$ cat src/design/rpa_pkg.sv
package rpa_pkg;

    // operation codes
    localparam logic [3:0] OP_LOAD  = 4'd0;
    localparam logic [3:0] OP_SETLO = 4'd1;
    localparam logic [3:0] OP_SETHI = 4'd2;
    localparam logic [3:0] OP_INCW  = 4'd3;
    localparam logic [3:0] OP_DECW  = 4'd4;
    localparam logic [3:0] OP_INCLO = 4'd5;
    localparam logic [3:0] OP_INCHI = 4'd6;
    localparam logic [3:0] OP_DECLO = 4'd7;
    localparam logic [3:0] OP_DECHI = 4'd8;
    localparam logic [3:0] OP_ADD   = 4'd9;
    localparam logic [3:0] OP_ADC   = 4'd10;
    localparam logic [3:0] OP_SBC   = 4'd11;
    localparam logic [3:0] OP_SWAP  = 4'd12;

    // flag bit positions
    localparam int unsigned FLAG_C  = 0;
    localparam int unsigned FLAG_N  = 1;
    localparam int unsigned FLAG_PV = 2;
    localparam int unsigned FLAG_B3 = 3;
    localparam int unsigned FLAG_H  = 4;
    localparam int unsigned FLAG_B5 = 5;
    localparam int unsigned FLAG_Z  = 6;
    localparam int unsigned FLAG_S  = 7;

    localparam logic [7:0] BYTE_INC_OVF = 8'h80;
    localparam logic [7:0] BYTE_DEC_OVF = 8'h7F;

    typedef struct packed {
        logic [7:0] value;
        logic [7:0] flags;
    } byte_step_t;

    // 8-bit increment or decrement of one byte with its flag update
    function automatic byte_step_t byte_step(input logic [7:0] b, input logic dec,
                                             input logic [7:0] f);
        byte_step_t s;
        logic [7:0] r;
        r = dec ? (b - 8'd1) : (b + 8'd1);
        s.flags = f;
        s.value = r;
        s.flags[FLAG_H]  = dec ? (r[3:0] == 4'hF) : (r[3:0] == 4'h0);
        s.flags[FLAG_PV] = dec ? (r == BYTE_DEC_OVF) : (r == BYTE_INC_OVF);
        s.flags[FLAG_N]  = dec;
        s.flags[FLAG_Z]  = (r == 8'd0);
        s.flags[FLAG_S]  = r[7];
        return s;
    endfunction

endpackage

$ cat src/design/register_pair_arith_with_flags_core.sv
// 16-bit register pair with shadow copy and flag arithmetic
// path: the input reg loads a word on accept and the result reg loads it when the input stage
// advances, which a result word waiting on out_stall can hold off
// throughput: one word per cycle while out_stall stays low; the state update is one 17-bit add/subtract per word
// reset (rst_n low, async): current and shadow words clear to zero, both stages empty
// while a result word waits on out_stall the input reg can still take one more word
module register_pair_arith_with_flags_core
    import rpa_pkg::*;
(
    input  logic        clk,
    input  logic        rst_n,
    // input channel
    input  logic        in_valid,
    output logic        in_stall,
    input  logic [3:0]  opcode,
    input  logic [15:0] data_word,
    input  logic [7:0]  flags_in,
    // result channel
    output logic        out_valid,
    input  logic        out_stall,
    output logic [15:0] reg_value,
    output logic [7:0]  flags_out
);

    // input stage
    logic        s1_valid_reg;
    logic [3:0]  s1_op_reg;
    logic [15:0] s1_data_reg;
    logic [7:0]  s1_flags_reg;

    // architectural state
    logic [15:0] cur_reg, cur_next;
    logic [15:0] shadow_reg, shadow_next;

    // result stage
    logic        out_valid_reg;
    logic [15:0] out_value_reg;
    logic [7:0]  out_flags_reg;
    logic [7:0]  flags_next;

    logic        s1_adv;
    logic        cin;
    logic [16:0] full;
    logic [16:0] cb;
    byte_step_t  bs;
    logic [7:0]  bs_src;

    // the input stage moves on whenever the result register is empty or being read
    assign s1_adv   = s1_valid_reg && (!out_valid_reg || !out_stall);
    assign in_stall = s1_valid_reg && !s1_adv;

    assign out_valid = out_valid_reg;
    assign reg_value = out_value_reg;
    assign flags_out = out_flags_reg;

    // one shared byte inc/dec unit serves all four byte opcodes
    always_comb
    begin
        bs_src = ((s1_op_reg == OP_INCHI) || (s1_op_reg == OP_DECHI)) ?
                 cur_reg[15:8] : cur_reg[7:0];
        bs = byte_step(bs_src, (s1_op_reg == OP_DECLO) || (s1_op_reg == OP_DECHI),
                       s1_flags_reg);
    end

    // one 17-bit adder serves add, adc and sbc
    always_comb
    begin
        cin  = ((s1_op_reg == OP_ADC) || (s1_op_reg == OP_SBC)) && s1_flags_reg[FLAG_C];
        if (s1_op_reg == OP_SBC)
            full = {1'b0, cur_reg} - {1'b0, s1_data_reg} - {16'd0, cin};
        else
            full = {1'b0, cur_reg} + {1'b0, s1_data_reg} + {16'd0, cin};
        // carry/borrow into each bit position
        cb = {1'b0, cur_reg} ^ {1'b0, s1_data_reg} ^ full;
    end

    always_comb
    begin
        cur_next    = cur_reg;
        shadow_next = shadow_reg;
        flags_next  = s1_flags_reg;
        case (s1_op_reg)
            OP_LOAD:  cur_next = s1_data_reg;
            OP_SETLO: cur_next = {cur_reg[15:8], s1_data_reg[7:0]};
            OP_SETHI: cur_next = {s1_data_reg[7:0], cur_reg[7:0]};
            OP_INCW:  cur_next = cur_reg + 16'd1;
            OP_DECW:  cur_next = cur_reg - 16'd1;
            OP_INCLO, OP_DECLO:
            begin
                cur_next   = {cur_reg[15:8], bs.value};
                flags_next = bs.flags;
            end
            OP_INCHI, OP_DECHI:
            begin
                cur_next   = {bs.value, cur_reg[7:0]};
                flags_next = bs.flags;
            end
            OP_ADD, OP_ADC, OP_SBC:
            begin
                cur_next = full[15:0];
                flags_next[FLAG_H] = cb[12];
                flags_next[FLAG_C] = cb[16];
                if (s1_op_reg != OP_ADD)
                begin
                    // signed overflow: carry into bit 15 differs from carry out
                    flags_next[FLAG_PV] = cb[16] ^ cb[15];
                    flags_next[FLAG_Z]  = (full[15:0] == 16'd0);
                    flags_next[FLAG_S]  = full[15];
                end
                flags_next[FLAG_N]  = (s1_op_reg == OP_SBC);
                flags_next[FLAG_B3] = full[8 + FLAG_B3];
                flags_next[FLAG_B5] = full[8 + FLAG_B5];
            end
            OP_SWAP:
            begin
                cur_next    = shadow_reg;
                shadow_next = cur_reg;
            end
            // unused codes leave state and flags alone
            default: cur_next = cur_reg;
        endcase
    end

    // control and state
    always_ff @(posedge clk or negedge rst_n)
    begin
        if (!rst_n)
        begin
            s1_valid_reg  <= 1'b0;
            out_valid_reg <= 1'b0;
            cur_reg       <= 16'd0;
            shadow_reg    <= 16'd0;
        end
        else
        begin
            if (!in_stall)
                s1_valid_reg <= in_valid;
            if (s1_adv)
            begin
                out_valid_reg <= 1'b1;
                cur_reg       <= cur_next;
                shadow_reg    <= shadow_next;
            end
            else if (!out_stall)
                out_valid_reg <= 1'b0;
        end
    end

    // payload registers
    always_ff @(posedge clk)
    begin
        if (!in_stall)
        begin
            s1_op_reg    <= opcode;
            s1_data_reg  <= data_word;
            s1_flags_reg <= flags_in;
        end
        if (s1_adv)
        begin
            out_value_reg <= cur_next;
            out_flags_reg <= flags_next;
        end
    end

    // a word leaving the input stage always lands in the result register
    a_adv_lands: assert property (@(posedge clk) disable iff (!rst_n)
        s1_adv |=> out_valid_reg)
        else $error("advanced word missing from result register");

    // state only changes when a word advances
    a_state_hold: assert property (@(posedge clk) disable iff (!rst_n)
        !s1_adv |=> ($stable(cur_reg) && $stable(shadow_reg)))
        else $error("state changed without an advancing word");

    // swap moves the old current word into the shadow
    a_swap: assert property (@(posedge clk) disable iff (!rst_n)
        (s1_adv && (s1_op_reg == OP_SWAP)) |=>
            (shadow_reg == $past(cur_reg)) && (cur_reg == $past(shadow_reg)))
        else $error("swap did not exchange the pair");

    // word inc/dec leaves flags untouched
    a_incw_flags: assert property (@(posedge clk) disable iff (!rst_n)
        (s1_adv && ((s1_op_reg == OP_INCW) || (s1_op_reg == OP_DECW))) |=>
            (out_flags_reg == $past(s1_flags_reg)))
        else $error("word inc/dec altered flags");

    // the result register always mirrors the current word
    a_result_tracks: assert property (@(posedge clk) disable iff (!rst_n)
        s1_adv |=> (out_value_reg == cur_reg))
        else $error("result word differs from current word");

endmodule

$ cat config.mk
export PLATFORM = sky130hd
export DESIGN_NAME = register_pair_arith_with_flags_core
export DESIGN_NICKNAME = d
export VERILOG_FILES = /design/src/design/rpa_pkg.sv /design/src/design/register_pair_arith_with_flags_core.sv
export SDC_FILE = /design/constraint.sdc
export NUM_CORES = 1
export LEC_CHECK = 0
export ABC_AREA = 0
export BUFFER_PORTS_ARGS = -buffer_cell sky130_fd_sc_hd__buf_2
export CELL_PAD_IN_SITES_DETAIL_PLACEMENT = 0
export CELL_PAD_IN_SITES_GLOBAL_PLACEMENT = 1
export CORE_ASPECT_RATIO = 1.2
export CORE_MARGIN = 5
export CORE_UTILIZATION = 45
export DETAILED_ROUTE_END_ITERATION = 12
export GPL_ROUTABILITY_DRIVEN = 1
export HOLD_SLACK_MARGIN = 0.15
export PLACE_DENSITY = 0.78
export SKIP_CTS_REPAIR_TIMING = 1
export SLEW_MARGIN = 20
export SYNTH_ARGS = -nofsm -noshare
export SYNTH_HDL_FRONTEND = slang
export SYNTH_SLANG_ARGS = --single-unit
$ cat constraint.sdc
create_clock -name clk -period 8.3 [get_ports clk]
set_clock_uncertainty 0.2 [all_clocks]
set_input_delay 0.415 -clock clk [delete_from_list [all_inputs] [get_ports clk]]
set_output_delay 0.415 -clock clk [all_outputs]
set_load 0.05 [all_outputs]
==> metrics.yaml, run 1 <==
status:
  status: "finished clean"
floorplan:
  die_w_um: 126
  die_h_um: 149
  core_area_mm2: 0.0157
  pin_count: 58
  initial_core_util_pct: 46.1
  die_area_mm2: 0.0187
  rows: 50
synthesis:
  ys_types: 81
  syn_area_mm2: 0.00724
  seq_area_frac_synth_pct: 33.3
  synth-edff-count: 52
  synth_top_family_by_area: "compound AO/OA/AOI/OAI gates"
  synthMuxAreaShare_pct: 2.59
  async_reset_ff_share_pct: 39.5
  synth-compound-area-share_pct: 23.5
  ys.flop_type: "edfxtp_1"
  synth_xor_area_share_pct: 5.51
  synth.avg_cell_area_um2: 8.84
  syn_nets: 924
  synthCells: 819
  synth-simple-area-share_pct: 17.0
  synthAdderAreaFrac_pct: 13.2
  ys_ff_latch: 86
  synth_warnings: 0
cells_and_area:
  insertedDiodeCount: 0
  drive_gt1_share_pct: 10.7
  nets: 1005
  design_area_mm2: 0.00836
  syn2layout_area_growth_pct: 15.5
clock_network:
  h-tree-depth: 3
  clock-sinks: 86
  insertion_delay_ns: 0.36
  clock_path_buffers: 2
  clk_pin_slew_worst_paths_ns: 0.07
  cts_tree: "done"
  cts_buffers: 9
  cts_root_buffer: "clkbuf_16"
global_routing:
  grt_pass1_wl_um: 38700
  first_global_vias: 6670
  antenna_found_initial: 0
  grt_max_degree: 44
  grt_use_total_pct: 26.7
  grt_overflow_total: 0
run:
  drv_cap: 0
place:
  dpl_worst_slack_ns: 3.17
  portBuffers: 57
  hpwlAfterDp_um: 19600
  dpl_cell_area_mm2: 0.00773
  gp_congestion: 0.959
sta:
  worst_slack_ns: 3.07
  hold_viol_final: 0
  clock.fmax_ghz: 0.191
  post-route-period-util_pct: 63.0
  fin_crit_ns: 5.23
  finalSetupTns_ns: 0
  setup_violations: 0
  hold_slack_ns: 0.288
  rsz0062_at_grt: "false"
  slew_headroom_pct: 31.3
  final_max_slew_viol_count: 0
  tightest_slew_ns: 1.03
route:
  drtAntennaViolNets: 0
  drc: 0
  dr.pass1.iters: 5
  vias_per_cell: 6.17
  post_drt_wl_per_cell_um: 22.9
  first_iter_violations: 730
  vias: 6862
  wirelength_um: 25400
pwr:
  power_switching_mw: 1.44
  power_density_mw_per_mm2: 352
  seq_power_share_pct: 24.8
  p_comb_share_pct: 60.2
  p_sw_share_pct: 48.9
  clock_power_share_pct: 15.1
  p_leak_nw: 3.60
  p_int_mw: 1.50
  peakVddDrop_uv: 122
critical_path:
  worst_path_max_delay_cell: "edfxtp_1"
  end_kind: "flop"
  path_cells: "inv_1 > nand2_1 > nor2_1 > nand2_1 > inv_1 > fa_1 > inv_1 > fa_1 > o21bai_1 > a2111oi_0 > o211ai_1 > a311oi_1 > o21ai_0 > o41ai_1 > nor3_1 > xnor2_1 > o311ai_0"
  crit_type: "flop to flop"
  cp_max_fo: 26
  crit_required_ns: 8.23
  critPathMaxStageDelay_ns: 0.87
  critPathArrivalTime_ns: 5.17
  cp-start-kind: "flop"
  critPathMostFrequentCell: "inv_1"
worst_hold_path:
  hp-class: "flop to flop"
## critical path: cells and delay by family (launching register included)
kind / cells / cell delay [ns]
DFF: 1 / 0.87
xor gates and xnor gates: 1 / 0.16
adders and majority gates: 2 / 0.57
and+or+nand+nor: 4 / 0.57
buffers and inverters: 3 / 0.39
AOI/OAI and AO/OA: 7 / 2.23
## metal layers
metal / up-vias / part of all wire [%] / global-route usage (%)
met4: 0 / 3.3 / 8.74
li1: 3187 / - / -
met2: 269 / 48 / 45.4
met3: 63 / 5.9 / 3.51
met5: - / 0 / 0
met1: 3343 / 42 / 35.4
## area by class of cell
class	count	area (um2)
repair buffers	96	656
clock buffers	10	239
flip-flops and latches	86	2410
fillers	1499	7350
multi-input cells	643	4470
clock inverters	6	76.3
inverters	64	240
well taps	208	260
## Yosys cell counts, types with 15 or more instances
library cell  count  area share [%]
nor2_1           63             3.3
nand2_1          94             4.9
dfrtp_1          34              12
nand3_1          15             1.0
edfxtp_1         52              22
inv_1            64             3.3
o21ai_0          78             5.4
nor3_1           17             1.2
clkbuf_1         22             1.1
ha_1             67              12
a21oi_1          45             3.1
xnor2_1          32             3.9
## cells in the final DEF, fill, tap and decap left out, types with 31 or more instances in the layout
cell type      instances
nand2_1               94
o21ai_0               78
ha_1                  67
inv_1                 63
nor2_1                63
buf_2                 57
edfxtp_1              52
a21oi_1               45
dfrtp_1               34
xnor2_1               32
dlygate4sd3_1         31
## per-stage QoR
stage / total power, mW / util (%) / cells
floorplan: 1.96 / - / 819
global placement: 2.44 / 49.2 / 1066
detailed placement: 2.46 / 49.2 / 1066
CTS: 2.91 / 51.2 / 1082
global route: 3.14 / 53.2 / 1113
finish: 2.95 / 53.2 / 1113
## worst paths after layout
kind | startpoint | end | slack, ns | depth (start not counted)
min reg2reg | shadow_reg[9] | shadow_reg[9] | 0.29 | 2
max in group asynchronous | rst_n | cur_reg[14] | 6.77 | 2
max reg2reg | s1_op_reg[2] | flags_out[2] | 3.07 | 17
min in group asynchronous | rst_n | cur_reg[3] | 0.51 | 2
min | shadow_reg[9] | shadow_reg[9] | 0.29 | 2
max | s1_op_reg[2] | flags_out[2] | 3.07 | 17
## power by group through the flow
| stage | Sequential [mW] | Clock (mW) | Combinational (mW) |
|---|---|---|---|
| after floorplan | 0.751 | 0 | 1.21 |
| after global placement | 0.728 | 0 | 1.71 |
| after detailed placement | 0.732 | 0 | 1.73 |
| after CTS | 0.724 | 0.447 | 1.74 |
| after global routing | 0.739 | 0.465 | 1.94 |
| final | 0.730 | 0.443 | 1.77 |
## cell families after synthesis
logic type               count (synthesis)
AO/OA/AOI/OAI                          254
multiplexers                            18
AND/OR/NAND/NOR                        254
flip-flops                              86
adder cells (fa/ha/maj)                 73
buffers and inverters                   90
XOR/XNOR                                44
Power figures use the tool's default switching activity.
==> inputs of run 2 (changes only) <==
--- a/config.mk
+++ b/config.mk
@@ -11,7 +11,7 @@
 export CELL_PAD_IN_SITES_GLOBAL_PLACEMENT = 1
 export CORE_ASPECT_RATIO = 1.2
 export CORE_MARGIN = 5
-export CORE_UTILIZATION = 45
+export CORE_UTILIZATION = 43
 export DETAILED_ROUTE_END_ITERATION = 12
 export GPL_ROUTABILITY_DRIVEN = 1
 export HOLD_SLACK_MARGIN = 0.15
==> constraint.sdc (replaced) <==
create_clock -name clk -period 4.3 [get_ports clk]
set_clock_uncertainty 0.2 [all_clocks]
set_input_delay 0.215 -clock clk [delete_from_list [all_inputs] [get_ports clk]]
set_output_delay 0.215 -clock clk [all_outputs]
set_load 0.05 [all_outputs]
==> metrics.yaml, run 2 (same netlist as run 1, synthesis figures left out) <==
place:
  hpwlAfterDp_um: 19600  # -0.19%
  gp_congestion: 0.922  # -3.8%
  portBuffers: 57  # unchanged
  dpl_worst_slack_ns: -0.125  # -3.30 ns
  dpl_cell_area_mm2: 0.00807  # +4.4%
sta:
  rsz0062_at_grt: "true"
  tightest_slew_ns: 1.04  # +0.0147 ns
  clock.fmax_ghz: 0.242  # +26%
  setup_violations: 0  # unchanged
  hold_slack_ns: 0.287  # -0.000441 ns
  hold_viol_final: 0  # unchanged
  finalSetupTns_ns: 0  # unchanged
  worst_slack_ns: 0.160  # -2.91 ns
  slew_headroom_pct: 30.3  # -0.98 points
  fin_crit_ns: 4.14  # -1.09 ns
  final_max_slew_viol_count: 0  # unchanged
  post-route-period-util_pct: 96.3  # +33 points
route:
  drtAntennaViolNets: 0  # unchanged
  drc: 0  # unchanged
  first_iter_violations: 746  # +2.2%
  post_drt_wl_per_cell_um: 21.7  # -5.0%
  vias: 6934  # +1.0%
  vias_per_cell: 5.95  # -3.5%
  dr.pass1.iters: 8  # +3
  wirelength_um: 25300  # -0.60%
floorplan:
  core_area_mm2: 0.0167  # +6.5%
  pin_count: 58  # unchanged
  die_area_mm2: 0.0195  # +4.3%
  die_h_um: 152  # +2.1%
  initial_core_util_pct: 43.3  # -2.8 points
  rows: 52  # +4.0%
  die_w_um: 128  # +2.1%
critical_path:
  end_kind: "flop"
  cp-start-kind: "flop"
  critPathArrivalTime_ns: 4.03  # -1.14 ns
  rr_startpoint: "s1_op_reg[2]"
  reg2reg_to: "reg_value[12]"
  crit_type: "flop to flop"
  worst_path_max_delay_cell: "fa_1"
  path_cells: "inv_1 > nand2_1 > nor2_4 > nand2_1 > fa_1 > fa_1 > nor3b_1 > buf_4 > o21ai_0 > o311ai_1 > o221ai_1 > o31a_1 > mux2_2 > a221oi_2 > a31oi_1"
  reg2reg_slack_ns: 0.16  # -2.91 ns
  cp_max_fo: 3  # -88%
  crit_required_ns: 4.19  # -4.04 ns
  r2r_cells: 15  # -2
  critPathMaxStageDelay_ns: 0.43  # -0.44 ns
global_routing:
  grt_pass1_wl_um: 38100  # -1.7%
  grt_use_total_pct: 25.2  # -1.5 points
  met1_usage_pct: 34.7  # -0.65 points
  first_global_vias: 6524  # -2.2%
  grt_util_met3_pct: 2.74  # -0.77 points
  grt.busiest_layer: "met2"
  grt_max_degree: 44  # unchanged
  grt_overflow_total: 0  # unchanged
  grt_util_met2_pct: 39.9  # -5.5 points
  antenna_found_initial: 0  # unchanged
pwr:
  p_leak_nw: 3.84  # +6.8%
  peakVddDrop_uv: 230  # +89%
  power_density_mw_per_mm2: 679  # +93%
  p_int_mw: 3.14  # +110%
  p_sw_share_pct: 47.4  # -1.5 points
  clock_power_share_pct: 14.9  # -0.2 points
  power_switching_mw: 2.83  # +97%
  p_comb_share_pct: 64.0  # +3.8 points
  seq_power_share_pct: 21.1  # -3.7 points
run:
  drv_cap: 0  # unchanged
cells_and_area:
  final_cell_mix: "nand2_1, o21ai_0, ha_1"
  final_common_cell: "nand2_1"
  insertedDiodeCount: 0  # unchanged
  syn2layout_area_growth_pct: 21.4
  fillers: 1603  # +6.9%
  design_area_mm2: 0.00878  # +5.1%
  regArea_mm2: 0.00241  # unchanged
  multi_input_area_mm2: 0.00454  # +1.5%
  drive_gt1_share_pct: 16.0  # +5.3 points
  nets: 1049  # +4.4%
clock_network:
  clk_pin_slew_worst_paths_ns: 0.07  # about the same
  h-tree-depth: 3  # unchanged
  clock_path_buffers: 2  # unchanged
  clock-sinks: 86  # unchanged
  insertion_delay_ns: 0.35  # about the same
  cts_tree: "done"
  cts_buffers: 9  # unchanged
  cts_root_buffer: "clkbuf_16"
worst_hold_path:
  min_to: "shadow_reg[14]"
  hp-class: "flop to flop"
  worstHoldStart: "shadow_reg[14]"
  hold_path_depth: 2  # unchanged
status:
  status: "finished clean"
-- run 2: layout make-up --
cell class              count  share of cell area (%)
multi-input cells         643                    51.7
flip-flops and latches     86                    27.5
repair buffers            140                    11.3
well taps                 216                    3.08
inverters                  64                    2.73
clock buffers               9                    2.56
clock inverters             7                    1.17
-- run 2: stage by stage --
step	power, mW	utilization [%]	std cells
global route	6.37	52.5	1165
CTS	5.86	50.2	1134
global placement	4.94	48.3	1118
floorplan	3.79	-	819
detailed placement	4.96	48.3	1118
finish	5.97	52.5	1165
-- run 2: power groups by stage --
stage | clock (mW) | sequential, mW | combinational [mW]
6_report | 0.887 | 1.26 | 3.82
5_1_grt | 0.935 | 1.28 | 4.16
4_1_cts | 0.904 | 1.26 | 3.70
3_5_place_dp | 0 | 1.27 | 3.68
3_3_place_gp | 0 | 1.27 | 3.67
2_1_floorplan | 0 | 1.45 | 2.34
-- run 2: worst max path at each step --
| stage | slack (ns) | end | cells past startpoint | from |
|---|---|---|---|---|
| 6_report | 0.16 | reg_value[12] | 15 | s1_op_reg[2] |
| 5_1_grt | -0.02 | reg_value[12] | 15 | s1_op_reg[2] |
| 4_1_cts | -0.15 | reg_value[12] | 15 | s1_op_reg[2] |
| 3_5_place_dp | -0.13 | reg_value[12] | 15 | s1_op_reg[2] |
| 3_3_place_gp | -0.03 | reg_value[12] | 15 | s1_op_reg[2] |
| 2_1_floorplan | 0.02 | reg_value[12] | 15 | s1_op_reg[1] |
-- run 2: worst max-delay path: cells and delay by family, from the launching register on --
kind / cells / cell delay (ns)
flip-flops: 1 / 0.41
AO/OA/AOI/OAI: 6 / 1.24
buffers and inverters: 2 / 0.24
adder cells (fa/ha/maj): 2 / 0.84
multiplexers: 1 / 0.31
AND/OR/NAND/NOR: 4 / 0.64
-- run 2: per-layer routing --
layer	share of wire (%)	vias up
met5	0	-
met4	4.3	0
met3	6.6	65
met2	47	312
met1	42	3290
li1	-	3267
==> inputs of run 3 (changes only) <==
--- a/config.mk
+++ b/config.mk
@@ -15,7 +15,7 @@
 export DETAILED_ROUTE_END_ITERATION = 12
 export GPL_ROUTABILITY_DRIVEN = 1
 export HOLD_SLACK_MARGIN = 0.15
-export PLACE_DENSITY = 0.78
+export PLACE_DENSITY_LB_ADDON = 0.15
 export SKIP_CTS_REPAIR_TIMING = 1
 export SLEW_MARGIN = 20
 export SYNTH_ARGS = -nofsm -noshare
==> metrics.yaml, run 3 (same netlist as run 1, synthesis figures left out) <==
status:
  status: "finished clean"
sta:
  tightest_slew_ns: 1.04  # -0.00655 ns
  slew_headroom_pct: 30.7  # +0.44 points
  finalSetupTns_ns: 0  # unchanged
  final_max_slew_viol_count: 0  # unchanged
  fin_crit_ns: 4.14  # -0.0000550 ns
  post-route-period-util_pct: 96.3  # about the same
  clock.fmax_ghz: 0.242  # about the same
  worst_slack_ns: 0.160  # +0.0000550 ns
  rsz0062_at_grt: "false"
  setup_violations: 0  # unchanged
  hold_viol_final: 0  # unchanged
pwr:
  p_leak_nw: 3.85  # +0.15%
  peakVddDrop_uv: 271  # +18%
  power_density_mw_per_mm2: 691  # +1.8%
critical_path:
  crit_type: "flop to flop"
  cp_max_fo: 3  # unchanged
  cp-start-kind: "flop"
  crit_required_ns: 4.17  # -0.02 ns
  end_kind: "flop"
  critPathArrivalTime_ns: 4.01  # -0.02 ns
global_routing:
  grt_overflow_total: 0  # unchanged
  grt_use_total_pct: 27.7  # +2.5 points
  first_global_vias: 6761  # +3.6%
  grt_max_degree: 44  # unchanged
  antenna_found_initial: 0  # unchanged
  grt_pass1_wl_um: 41000  # +7.8%
clock_network:
  clock_path_buffers: 2  # unchanged
  cts_buffers: 9  # unchanged
  h-tree-depth: 3  # unchanged
  clk_pin_slew_worst_paths_ns: 0.07  # about the same
  clock-sinks: 86  # unchanged
  insertion_delay_ns: 0.35  # about the same
  cts_root_buffer: "clkbuf_16"
  cts_tree: "done"
route:
  wirelength_um: 27600  # +9.0%
  post_drt_wl_per_cell_um: 23.6  # +8.7%
  first_iter_violations: 679  # -9.0%
  dr.pass1.iters: 7  # -1
  vias_per_cell: 5.98  # +0.40%
  drtAntennaViolNets: 0  # unchanged
  vias: 6980  # +0.66%
  drc: 0  # unchanged
floorplan:
  die_h_um: 152  # unchanged
  initial_core_util_pct: 43.3  # unchanged
  core_area_mm2: 0.0167  # unchanged
  die_area_mm2: 0.0195  # unchanged
  pin_count: 58  # unchanged
  rows: 52  # unchanged
  die_w_um: 128  # unchanged
cells_and_area:
  final_cell_mix: "nand2_1, o21ai_0, ha_1"
  drive_gt1_share_pct: 15.9  # -0.16 points
  nets: 1052  # +0.29%
  insertedDiodeCount: 0  # unchanged
  syn2layout_area_growth_pct: 21.2
  final_common_cell: "nand2_1"
place:
  portBuffers: 57  # unchanged
  dpl_worst_slack_ns: 0.00184  # +0.127 ns
  gp_congestion: 1.00  # +8.5%
  hpwlAfterDp_um: 21800  # +11%
worst_hold_path:
  hp-class: "flop to flop"
run:
  drv_cap: 0  # unchanged
==> run 3: stage by stage <==
step	total power, mW	cell area [um2]	std cells	util (%)	hold slack (ns)
finish	6.06	8770	1168	52.5	0.287
global route	6.46	8770	1168	52.5	0.314
CTS	5.98	8420	1137	50.4	-0.200
detailed placement	5.07	8090	1121	48.4	0.185
global placement	5.03	8090	1121	48.4	0.176
floorplan	3.79	7240	819	-	-0.281
==> run 3: metal layers <==
layer	GRT usage, %	routed length, um
met1	38.2	11800
met4	8.14	800
met3	4.35	1840
met5	0	0
met2	44.8	13100
==> run 3: layout make-up <==
cell class | instances | area (um2)
fill | 1596 | 7950
multi-input combinational | 643 | 4510
sequential | 86 | 2410
timing repair buffer | 143 | 1010
tap | 216 | 270
inverter | 64 | 240
clock buffer | 10 | 239
clock inverter | 6 | 91.3
==> run 3: worst paths after layout <==
kind / end / startpoint / slack [ns] / cells past startpoint
worst max-delay path: flags_out[2] / s1_op_reg[1] / 0.16 / 17
worst min-delay path: shadow_reg[13] / shadow_reg[13] / 0.29 / 2
worst max register to register: flags_out[2] / s1_op_reg[1] / 0.16 / 17
worst min register to register: shadow_reg[13] / shadow_reg[13] / 0.29 / 2
max in group asynchronous: shadow_reg[12] / rst_n / 3.01 / 2
min in group asynchronous: shadow_reg[4] / rst_n / 0.33 / 2
==> run 3: where the power goes <==
| part | internal, mW | leakage, nW | switching, mW |
|---|---|---|---|
| sequential | 1.12 | 0.937 | 0.157 |
| combinational | 1.52 | 2.75 | 2.37 |
| clock | 0.530 | 0.163 | 0.363 |
| total | 3.17 | 3.85 | 2.89 |
==> run 3: critical path: stages, from the launching register on <==
cell	delay, ns
edfxtp_1	0.39
nand2_1	0.14
nor2_4	0.07
nand2_1	0.12
inv_1	0.07
fa_1	0.38
inv_1	0.08
fa_1	0.21
o21bai_1	0.09
a2111oi_0	0.43
buf_4	0.20
o211ai_1	0.14
a311oi_1	0.35
o21ai_1	0.17
o41ai_2	0.28
nor3_2	0.09
xnor2_1	0.28
o311ai_0	0.14
